$ cat src/sv/bsc_pkg.sv
`timescale 1ns / 1ps
`default_nettype none

package bsc_pkg;

    localparam int TEMP_STAGES  = 4;
    localparam int PRESS_STAGES = 5;
    localparam int STAGES       = TEMP_STAGES + PRESS_STAGES;

    localparam int CFG_IDX_W = 3;
    localparam int COEF_W    = 16;
    localparam int RAW_W     = 24;
    localparam int PRESS_W   = 32;
    localparam int TEMP_W    = 19;

    localparam logic signed [TEMP_W-1:0] T_REF_CENTI = 19'sd2000;

    typedef enum logic [CFG_IDX_W-1:0] {
        REG_SENS  = 3'd0,
        REG_OFF   = 3'd1,
        REG_TCS   = 3'd2,
        REG_TCO   = 3'd3,
        REG_TREF  = 3'd4,
        REG_TSENS = 3'd5
    } bsc_reg_idx_t;

    typedef struct packed {
        logic [COEF_W-1:0] sens;
        logic [COEF_W-1:0] off;
        logic [COEF_W-1:0] tcs;
        logic [COEF_W-1:0] tco;
        logic [COEF_W-1:0] tref;
        logic [COEF_W-1:0] tsens;
    } bsc_cfg_t;

    // hand-off from temperature section to pressure section
    typedef struct packed {
        logic [RAW_W-1:0]          d1;
        logic signed [37:0]        off;
        logic signed [36:0]        sens;
        logic [34:0]               sq;
        logic                      cold;
        logic signed [TEMP_W-1:0]  temp;
    } bsc_mid_t;

endpackage

`default_nettype wire

$ cat src/sv/bsc_cfg_regs.sv
`timescale 1ns / 1ps
`default_nettype none

module bsc_cfg_regs
    import bsc_pkg::*;
(
    input  wire logic                 clk,
    input  wire logic                 rst_n,
    input  wire logic                 cfg_valid,
    output logic                      cfg_ready,
    input  wire logic [CFG_IDX_W-1:0] cfg_index,
    input  wire logic [COEF_W-1:0]    cfg_data,
    output bsc_cfg_t                  cfg
);

    bsc_cfg_t cfg_reg;
    bsc_cfg_t cfg_next;

    assign cfg_ready = 1'b1;
    assign cfg       = cfg_reg;

    always_comb
    begin
        cfg_next = cfg_reg;
        if (cfg_valid)
        begin
            unique case (cfg_index)
                REG_SENS:  cfg_next.sens  = cfg_data;
                REG_OFF:   cfg_next.off   = cfg_data;
                REG_TCS:   cfg_next.tcs   = cfg_data;
                REG_TCO:   cfg_next.tco   = cfg_data;
                REG_TREF:  cfg_next.tref  = cfg_data;
                REG_TSENS: cfg_next.tsens = cfg_data;
                default:   cfg_next = cfg_reg;
            endcase
        end
    end

    always_ff @(posedge clk or negedge rst_n)
    begin
        if (!rst_n)
        begin
            cfg_reg <= '0;
        end
        else
        begin
            cfg_reg <= cfg_next;
        end
    end

endmodule

`default_nettype wire

$ cat config.mk
export PLATFORM = sky130hd
export DESIGN_NAME = bsc_cfg_regs
export DESIGN_NICKNAME = d
export VERILOG_FILES = /design/src/sv/bsc_pkg.sv /design/src/sv/bsc_cfg_regs.sv
export SDC_FILE = /design/constraint.sdc
export NUM_CORES = 1
export LEC_CHECK = 0
export ABC_AREA = 1
export BUFFER_PORTS_ARGS = -buffer_cell sky130_fd_sc_hd__buf_2
export CAP_MARGIN = 20
export CORE_MARGIN = 2
export CORE_UTILIZATION = 30
export DETAILED_ROUTE_END_ITERATION = 6
export MAX_ROUTING_LAYER = met4
export PLACE_DENSITY = 0.54
export SYNTH_ARGS = -nofsm -noshare
export SYNTH_HDL_FRONTEND = slang
export SYNTH_SLANG_ARGS = --single-unit
$ cat constraint.sdc
create_clock -name clk -period 0.8 [get_ports clk]
set_input_delay 0.12 -clock clk [delete_from_list [all_inputs] [get_ports clk]]
set_output_delay 0.12 -clock clk [all_outputs]
set_load 0.01 [all_outputs]
==> flow_metrics.py <==
metrics = {
    "timing": {
        "period_share_pct": 126,
        "slew_violations": 0,
        "period_minus_slack_ps": 1010,
        "rsz0062_at_grt": "yes",
        "fmax_ghz": 0.990,
        "hold_viol": 0,
        "finalClockSkew_ps": 0,
        "setup-violations-final": 104,
        "setup_slack_ps": -211,
    },
    "logic_synthesis": {
        "syn_avg_cell_area_um2": 8.87,
        "synth_nets": 449,
        "syn_area_um2": 3790,
        "ys_warn_count": 0,
        "syn_inst": 427,
        "synth_cell_type_count": 12,
        "synth-seq-cells": 96,
        "yosysTopAreaCellShare_pct": 63.5,
        "synth_seq_area_share_pct": 63.5,
        "yosys.area.top_type": "dfrtp_1",
        "synth_top_cells_by_area": "dfrtp_1, nand2_1, nand3_1",
    },
    "cells_and_area": {
        "final_nets": 645,
        "drive_gt1_share_pct": 37.5,
        "postLayoutCoreUtil_pct": 45.1,
        "fin_area_um2": 5620,
        "mostFrequentLayoutCells": "nand2_1, buf_2, dfrtp_1",
        "area_delta_synth_final_pct": 48.5,
        "largest_reg_flops": 96,
        "layout_commonest_cell": "nand2_1",
        "diodes": 0,
    },
    "setup_path": {
        "crit_type": "flip-flop to primary output",
        "worstPathRequired_ps": 680,
        "r2r_slack_ps": -50,
        "cpPeakStageDelay_ps": 400,
        "worst_r2r_endpoint": "cfg[82]",
        "r2r_cells": 4,
        "cpMaxStageDelayCell": "dfrtp_1",
        "path_delay_family": "flip-flops",
        "path_buf_inv": 1,
        "crit_path_cell_trace": "buf_2",
        "arrival_ps": 890,
        "start_kind": "flip-flop",
        "path_max_fanout": 2,
        "cp_num_cells": 1,
        "endpoint_kind": "primary output",
        "r2r_start": "cfg[82]",
    },
    "placed_design": {
        "dp_hpwl_mm": 8.03,
        "gp_congestion": 0.775,
        "placed_cell_area_um2": 4720,
        "portBuffers": 117,
    },
    "drt": {
        "ant_nets": 0,
        "dr.pass1.iters": 6,
        "totalWireLength_mm": 11.5,
        "routedWlPerCell_um": 14.4,
        "viasPerCell": 4.43,
        "drc": 0,
        "num_vias": 3540,
        "drtIter0Drc": 239,
    },
    "clock_network": {
        "clkTransAtPathRegs_ps": 70,
        "clock_latency_ps": 340,
        "cts_sinks": 96,
        "cts_buffers": 9,
        "htreeDepth": 3,
        "cts_root_buf": "clkbuf_16",
        "tritoncts": "done",
        "clock_path_buffers": 2,
    },
    "run_status": {
        "violations": "negative setup slack",
        "outcome": "finished, violations left",
    },
    "worst_hold_path": {
        "hp-class": "input port to flip-flop",
        "hold_end": "cfg[47]",
        "hold_path_depth": 3,
        "hp-start": "cfg_data[15]",
    },
    "global_routing": {
        "track_usage_pct": 18.4,
        "grt_pass1_vias": 3377,
        "grt_overflow": 0,
        "grt_max_degree": 39,
        "antenna_found_initial": 0,
        "grt_first_pass_wirelength_mm": 18.0,
    },
    "power": {
        "power_density_nw_per_um2": 2600,
        "p_leak_nw": 3.23,
        "ir_drop_v": 0.00101,
    },
    "flow_run": {
        "maxCapViolCount": 0,
    },
    "floorplanning": {
        "fp-row-count": 41,
        "die_x_um": 116,
        "start_util_pct": 30.4,
        "die_area_um2": 13500,
        "io_pins": 119,
        "core_area_um2": 12500,
        "fp.dieH_um": 116,
    },
}
==> Yosys cell counts <==
| cell | n |
|---|---|
| dfrtp_1 | 96 |
| buf_4 | 4 |
| nand2_2 | 2 |
| nand3_1 | 64 |
| nand2_1 | 232 |
| inv_1 | 3 |
| inv_2 | 3 |
| buf_2 | 13 |
| clkbuf_1 | 3 |
| conb_1 | 1 |
| nor2_2 | 4 |
| nor2_4 | 2 |
==> per-stage QoR <==
| stage | worst slack [ps] | cells | setup TNS (ps) | hold slack, ps | power, mW |
|---|---|---|---|---|---|
| 2_1_floorplan | -13.5 | 427 | -135 | -176 | 7.64 |
| 3_3_place_gp | -211 | 717 | -16920 | -5.23 | 9.16 |
| 3_5_place_dp | -249 | 717 | -18990 | -3.74 | 9.22 |
| 4_1_cts | -221 | 776 | -18510 | 69.3 | 14.3 |
| 5_1_grt | -239 | 799 | -20740 | 78.2 | 15.5 |
| 6_report | -211 | 799 | -17160 | 81.4 | 14.6 |
==> worst max-delay path by stage <==
stage,start,end
finish,cfg[20],cfg[20]
global route,cfg[29],cfg[29]
CTS,cfg[6],cfg[6]
detailed placement,cfg_index[2],cfg[48]
global placement,cfg_index[2],cfg[50]
floorplan,cfg_valid,cfg[53]
==> cell families (layout without fill, tap and decap cells) <==
group | after synthesis | in the layout | synth area share [%]
and+or+nand+nor | 304 | 304 | 33.0
buffers and inverters | 26 | 226 | 3.40
DFF | 96 | 96 | 63.4
other | 1 | 1 | 0.0990
==> layout make-up <==
| class | instances | area (um^2) |
|---|---|---|
| Fill cell | 1270 | 6840 |
| Sequential cell | 96 | 2400 |
| Timing Repair Buffer | 205 | 1400 |
| Tap cell | 172 | 215 |
| Clock buffer | 13 | 270 |
| Multi-Input combinational cell | 305 | 1280 |
| Inverter | 6 | 22.5 |
| Clock inverter | 2 | 37.5 |
==> power by group <==
group	total (mW)	internal, mW	leakage, nW	switching [mW]
Combinational	3.87	1.99	1.87	1.88
Sequential	6.30	5.76	1.21	0.531
Clock	4.45	2.67	0.148	1.78
==> layer usage <==
metal	vias up	global-route usage [%]	share of wire (%)	wire (um)
met2	137	27.3	45	5190
met4	0	5.24	1.3	147
met5	-	-	0	0
met1	1666	25.0	45	5230
li1	1724	-	-	-
met3	13	4.88	8.3	951
==> timing repair <==
action | 4_1_cts | 5_1_grt
endpoints found under the hold margin | 96 | 0
hold buffers | 1 | 0
setup buffers | 43 | 23
setup endpoints to repair | 96 | 96
resized for setup | 9 | 8
pin swaps | 0 | 2
Note: power is estimated with default switching activity, not from simulation.
