## src/sv/bsc_pkg.sv

```systemverilog
`timescale 1ns / 1ps
`default_nettype none

package bsc_pkg;

    localparam int TEMP_STAGES  = 4;
    localparam int PRESS_STAGES = 5;
    localparam int STAGES       = TEMP_STAGES + PRESS_STAGES;

    localparam int CFG_IDX_W = 3;
    localparam int COEF_W    = 16;
    localparam int RAW_W     = 24;
    localparam int PRESS_W   = 32;
    localparam int TEMP_W    = 19;

    localparam logic signed [TEMP_W-1:0] T_REF_CENTI = 19'sd2000;

    typedef enum logic [CFG_IDX_W-1:0] {
        REG_SENS  = 3'd0,
        REG_OFF   = 3'd1,
        REG_TCS   = 3'd2,
        REG_TCO   = 3'd3,
        REG_TREF  = 3'd4,
        REG_TSENS = 3'd5
    } bsc_reg_idx_t;

    typedef struct packed {
        logic [COEF_W-1:0] sens;
        logic [COEF_W-1:0] off;
        logic [COEF_W-1:0] tcs;
        logic [COEF_W-1:0] tco;
        logic [COEF_W-1:0] tref;
        logic [COEF_W-1:0] tsens;
    } bsc_cfg_t;

    // hand-off from temperature section to pressure section
    typedef struct packed {
        logic [RAW_W-1:0]          d1;
        logic signed [37:0]        off;
        logic signed [36:0]        sens;
        logic [34:0]               sq;
        logic                      cold;
        logic signed [TEMP_W-1:0]  temp;
    } bsc_mid_t;

endpackage

`default_nettype wire

```

## src/sv/bsc_press_unit.sv

```systemverilog
`timescale 1ns / 1ps
`default_nettype none

module bsc_press_unit
    import bsc_pkg::*;
(
    input  wire logic                    clk,
    input  wire logic [PRESS_STAGES-1:0] en,
    input  wire bsc_mid_t                mid,
    output logic signed [PRESS_W-1:0]    pressure,
    output logic signed [TEMP_W-1:0]     temperature
);

    // stage 5: apply OFF2 / SENS2
    logic [36:0]              fivesq;
    logic signed [37:0]       off5_next, off5_reg;
    logic signed [36:0]       sens5_next, sens5_reg;
    logic [RAW_W-1:0]         d1_5_reg;
    logic signed [TEMP_W-1:0] temp5_reg;

    // stage 6: partial products of D1 * SENS
    logic [41:0]              pp_lo_next, pp_lo_reg;
    logic signed [43:0]       pp_hi_next, pp_hi_reg;
    logic signed [37:0]       off6_reg;
    logic signed [TEMP_W-1:0] temp6_reg;

    // stage 7: full product
    logic signed [61:0]       prod_next, prod_reg;
    logic signed [37:0]       off7_reg;
    logic signed [TEMP_W-1:0] temp7_reg;

    // stage 8: D1*SENS/2^21 - OFF
    logic signed [61:0]       prod_adj;
    logic signed [40:0]       prod_q;
    logic signed [41:0]       diff_next, diff_reg;
    logic signed [TEMP_W-1:0] temp8_reg;

    // stage 9: /2^15 and output register
    logic signed [41:0]        diff_adj;
    logic signed [26:0]        p_q;
    logic signed [PRESS_W-1:0] pressure_reg;
    logic signed [TEMP_W-1:0]  temperature_reg;

    assign fivesq = {2'b00, mid.sq} + {mid.sq, 2'b00};

    always_comb
    begin
        if (mid.cold)
        begin
            off5_next  = mid.off  - $signed({2'b00, fivesq[36:1]});
            sens5_next = mid.sens - $signed({2'b00, fivesq[36:2]});
        end
        else
        begin
            off5_next  = mid.off;
            sens5_next = mid.sens;
        end
    end

    assign pp_lo_next = d1_5_reg * sens5_reg[17:0];
    assign pp_hi_next = $signed({1'b0, d1_5_reg}) * $signed(sens5_reg[36:18]);

    assign prod_next = $signed({pp_hi_reg, 18'd0}) + $signed({20'd0, pp_lo_reg});

    assign prod_adj  = prod_reg + $signed({41'd0, {21{prod_reg[61]}}});
    assign prod_q    = prod_adj[61:21];
    assign diff_next = $signed({prod_q[40], prod_q}) - $signed({{4{off7_reg[37]}}, off7_reg});

    // |p| stays below 2^26, so the 32-bit saturation bounds are never reached
    assign diff_adj = diff_reg + $signed({27'd0, {15{diff_reg[41]}}});
    assign p_q      = diff_adj[41:15];

    always_ff @(posedge clk)
    begin
        if (en[0])
        begin
            off5_reg  <= off5_next;
            sens5_reg <= sens5_next;
            d1_5_reg  <= mid.d1;
            temp5_reg <= mid.temp;
        end
        if (en[1])
        begin
            pp_lo_reg <= pp_lo_next;
            pp_hi_reg <= pp_hi_next;
            off6_reg  <= off5_reg;
            temp6_reg <= temp5_reg;
        end
        if (en[2])
        begin
            prod_reg  <= prod_next;
            off7_reg  <= off6_reg;
            temp7_reg <= temp6_reg;
        end
        if (en[3])
        begin
            diff_reg  <= diff_next;
            temp8_reg <= temp7_reg;
        end
        if (en[4])
        begin
            pressure_reg    <= $signed({{5{p_q[26]}}, p_q});
            temperature_reg <= temp8_reg;
        end
    end

    assign pressure    = pressure_reg;
    assign temperature = temperature_reg;

endmodule

`default_nettype wire

```

## config.mk

```make
export PLATFORM = sky130hd
export DESIGN_NAME = bsc_press_unit
export DESIGN_NICKNAME = d
export VERILOG_FILES = /design/src/sv/bsc_pkg.sv /design/src/sv/bsc_press_unit.sv
export SDC_FILE = /design/constraint.sdc
export NUM_CORES = 2
export LEC_CHECK = 0
export BUFFER_PORTS_ARGS = -buffer_cell sky130_fd_sc_hd__buf_2
export CORE_ASPECT_RATIO = 0.9
export CORE_MARGIN = 2
export CORE_UTILIZATION = 55
export CTS_BUF_LIST = sky130_fd_sc_hd__clkbuf_8
export CTS_CLUSTER_SIZE = 10
export DETAILED_ROUTE_END_ITERATION = 8
export PLACE_DENSITY = 0.83
export SLEW_MARGIN = 10
export SYNTH_ARGS = -nofsm -noshare
export SYNTH_HDL_FRONTEND = slang
export SYNTH_SLANG_ARGS = --single-unit
```

## constraint.sdc

```tcl
create_clock -name clk -period 9.2 [get_ports clk]
set_input_delay 0.46 -clock clk [delete_from_list [all_inputs] [get_ports clk]]
set_output_delay 0.46 -clock clk [all_outputs]
set_load 0.03 [all_outputs]
```

==> flow_summary.toml <==
[logic_synthesis]
synth_top_area_share_pct = 26.28
ys_warn_count = 0
syn_nets = 6961
synth.avg_cell_area_um2 = 9.973
ys_top_cells_by_area = "edfxtp_1 26%, fa_1 26%, ha_1 11%"
ys_types = 88
synth_area_um2 = 55650
yosysTopAreaCell = "edfxtp_1"
ys_seq_elements = 487
synth_top_flop_cell = "edfxtp_1"
synthCells = 5580
synth-edff-count = 487
async_flop_share_pct = 0
ys_seq_area_share_pct = 26.28

[die]
die_h_um = 305.8
fp.dieW_um = 339.3
start_util_pct = 55.54
num_rows = 110
coreArea_um2 = 100200
ios = 211
design.die.area_um2 = 103700

[worst_hold_path]
hold_class = "input pin to register"

[worst_setup_path]
worst-setup-path-type = "register to register"
critPathMaxFanout = 24
cp.arrival_ps = 8530
critPathCaptureType = "register"
critPathLaunchType = "register"
ff2ff_setup_slack_ps = 1170
critPathRequiredTime_ps = 9710

[cells_and_area]
num-fill-cells = 8086
areaGrowthSynthToFinish_pct = 7.624
largest_reg_flops = 62
post-route-util_pct = 59.77
multiInputGateArea_um2 = 36620
seqCellArea_um2 = 14620
drive_above_1_share_pct = 7.777
fin_cells = 7148
nNetsFinal = 7116

[timing]
rsz0062_at_grt = "no"
finalCriticalPeriod_ps = 8026
finalSetupViolations = 0
fmax_mhz = 124.6
finalSetupTns_ps = 0
slew_violations = 0
min_period_over_period_pct = 87.24
fin_skew_ps = 39.73
tightestPinTransition_ps = 1242
max_slew_margin_pct = 17.20
hold_violations = 0

[route]
viasPerCell = 5.678
drc = 0
routed_wl_um = 139800
num_vias = 40580
wl_per_cell_um = 19.55
dr.first_iter.drc_count = 3077
dr.pass1.iters = 5
final_antenna_net_count = 0

[clocking]
htreeDepth = 3
path_clk_slew_ps = 60
numCtsBuffers = 81
cts.sinks = 487
clk_latency_ps = 700
cts_tree = "yes"
postCtsResizedCells = 0
cts_root_buffer = "clkbuf_8"
clockBufferDepth = 3

[global_routing]
grt_usage_pct = 27.13
grt-ovfl-total = 0
grt_antenna_before_repair = 4
grt_max_degree = 90
grt_pass1_vias = 41920
grt_pass1_wl_um = 222800

[place]
gp_congestion = 0.9497
dp_hpwl_um = 111600
placed_cells = 6954
port_buffers = 210

[outcome]
status = "finished clean"

[flow_run]
drv_cap = 0
[worst max-delay path: stages (launching register included)]
cell,delay [ps]
edfxtp_1,1110
nand2_1,360
fa_1,630
inv_1,60
fa_1,530
inv_1,50
fa_1,500
inv_1,50
fa_1,490
fa_1,510
inv_1,50
fa_1,470
inv_1,40
ha_1,400
a21o_1,240
a21oi_1,170
o211ai_1,140
or3_1,330
nor3_1,510
o211a_1,270
nor3_2,70
a21oi_1,320
or3b_1,380
o211ai_1,140
[repair_timing]
| action | 4_1_cts | 5_1_grt |
|---|---|---|
| setup buffers | 0 | 0 |
| hold buffers | 42 | 0 |
| hold endpoints to repair | 42 | 0 |
[metal layers]
| layer | wire length, µm | up-vias | global-route usage (%) |
|---|---|---|---|
| li1 | - | 18440 | - |
| met1 | 57240 | 20010 | 36.36 |
| met2 | 65470 | 1811 | 44.40 |
| met3 | 13140 | 325 | 5.976 |
| met4 | 3888 | 4 | 8.026 |
| met5 | 26 | - | 0 |
[cells in the final DEF, fill, tap and decap left out, drive strengths merged, types with 15 or more instances in the layout]
cell,instances
a21oi,251
xnor2,195
nor3,38
clkbuf,82
and2,345
buf,261
o211ai,15
nand4,49
xor2,102
edfxtp,487
fa,730
inv,958
nor2b,56
o21bai,27
clkinv,34
nand2b,42
nor2,146
nand3,80
and3,29
a211oi,18
dlygate4sd3,42
nand2,734
o21ai,135
a21o,158
o21a,25
ha,491
o31ai,15
a31oi,35
mux2,47
[per-stage QoR]
| step | hold WS (ps) | instance area, µm² | setup WS [ps] |
|---|---|---|---|
| finish | 63.94 | 59890 | 1174 |
| global route | 29.96 | 59880 | 931.6 |
| CTS | 40.40 | 59880 | 1328 |
| detailed placement | 404.5 | 57880 | 1355 |
| global placement | 400.1 | 57880 | 1433 |
| floorplan | 400.3 | 55650 | 2471 |
[final timing paths]
check	startpoint	endpoint	cells past startpoint
hold / removal	mid[141]	d1_5_reg[11]$_DFFE_PP_	1
setup reg to reg	sens5_reg[3]$_DFFE_PP_	pp_lo_reg[35]$_DFFE_PP_	23
hold reg to reg	off6_reg[11]$_DFFE_PP_	off7_reg[11]$_DFFE_PP_	0
setup / recovery	sens5_reg[3]$_DFFE_PP_	pp_lo_reg[35]$_DFFE_PP_	23
[synthesized netlist by cell type (80+ instances only)]
cell type / count
edfxtp_1: 487
clkbuf_1: 216
and2_1: 345
xor2_1: 102
ha_1: 491
nor2_1: 145
a21o_1: 158
o21ai_0: 103
fa_1: 730
nand3_1: 80
nand2_1: 734
inv_1: 934
xnor2_1: 195
a21oi_1: 249
[logic make-up after synthesis]
kind of cell	after synthesis	share of synthesized area, %
adders and majority gates	1221	37.30
buffers and inverters	1165	7.912
xor gates and xnor gates	297	4.675
DFF	487	26.28
muxes	50	1.005
AOI/OAI and AO/OA	775	8.987
and+or+nand+nor	1585	13.84
[area by class of cell]
class                   instances  area share (%)
multi-input cells            3928           61.15
flip-flops and latches        487           24.42
inverters                     934           5.854
repair buffers                303           3.125
well taps                    1344           2.808
clock buffers                  82           1.884
clock inverters                65          0.7437
diodes                          5         0.02089
Power is left out: the tool's default activity adds up to more than one toggle a clock period on the data nets, which glitch-free logic cannot reach.
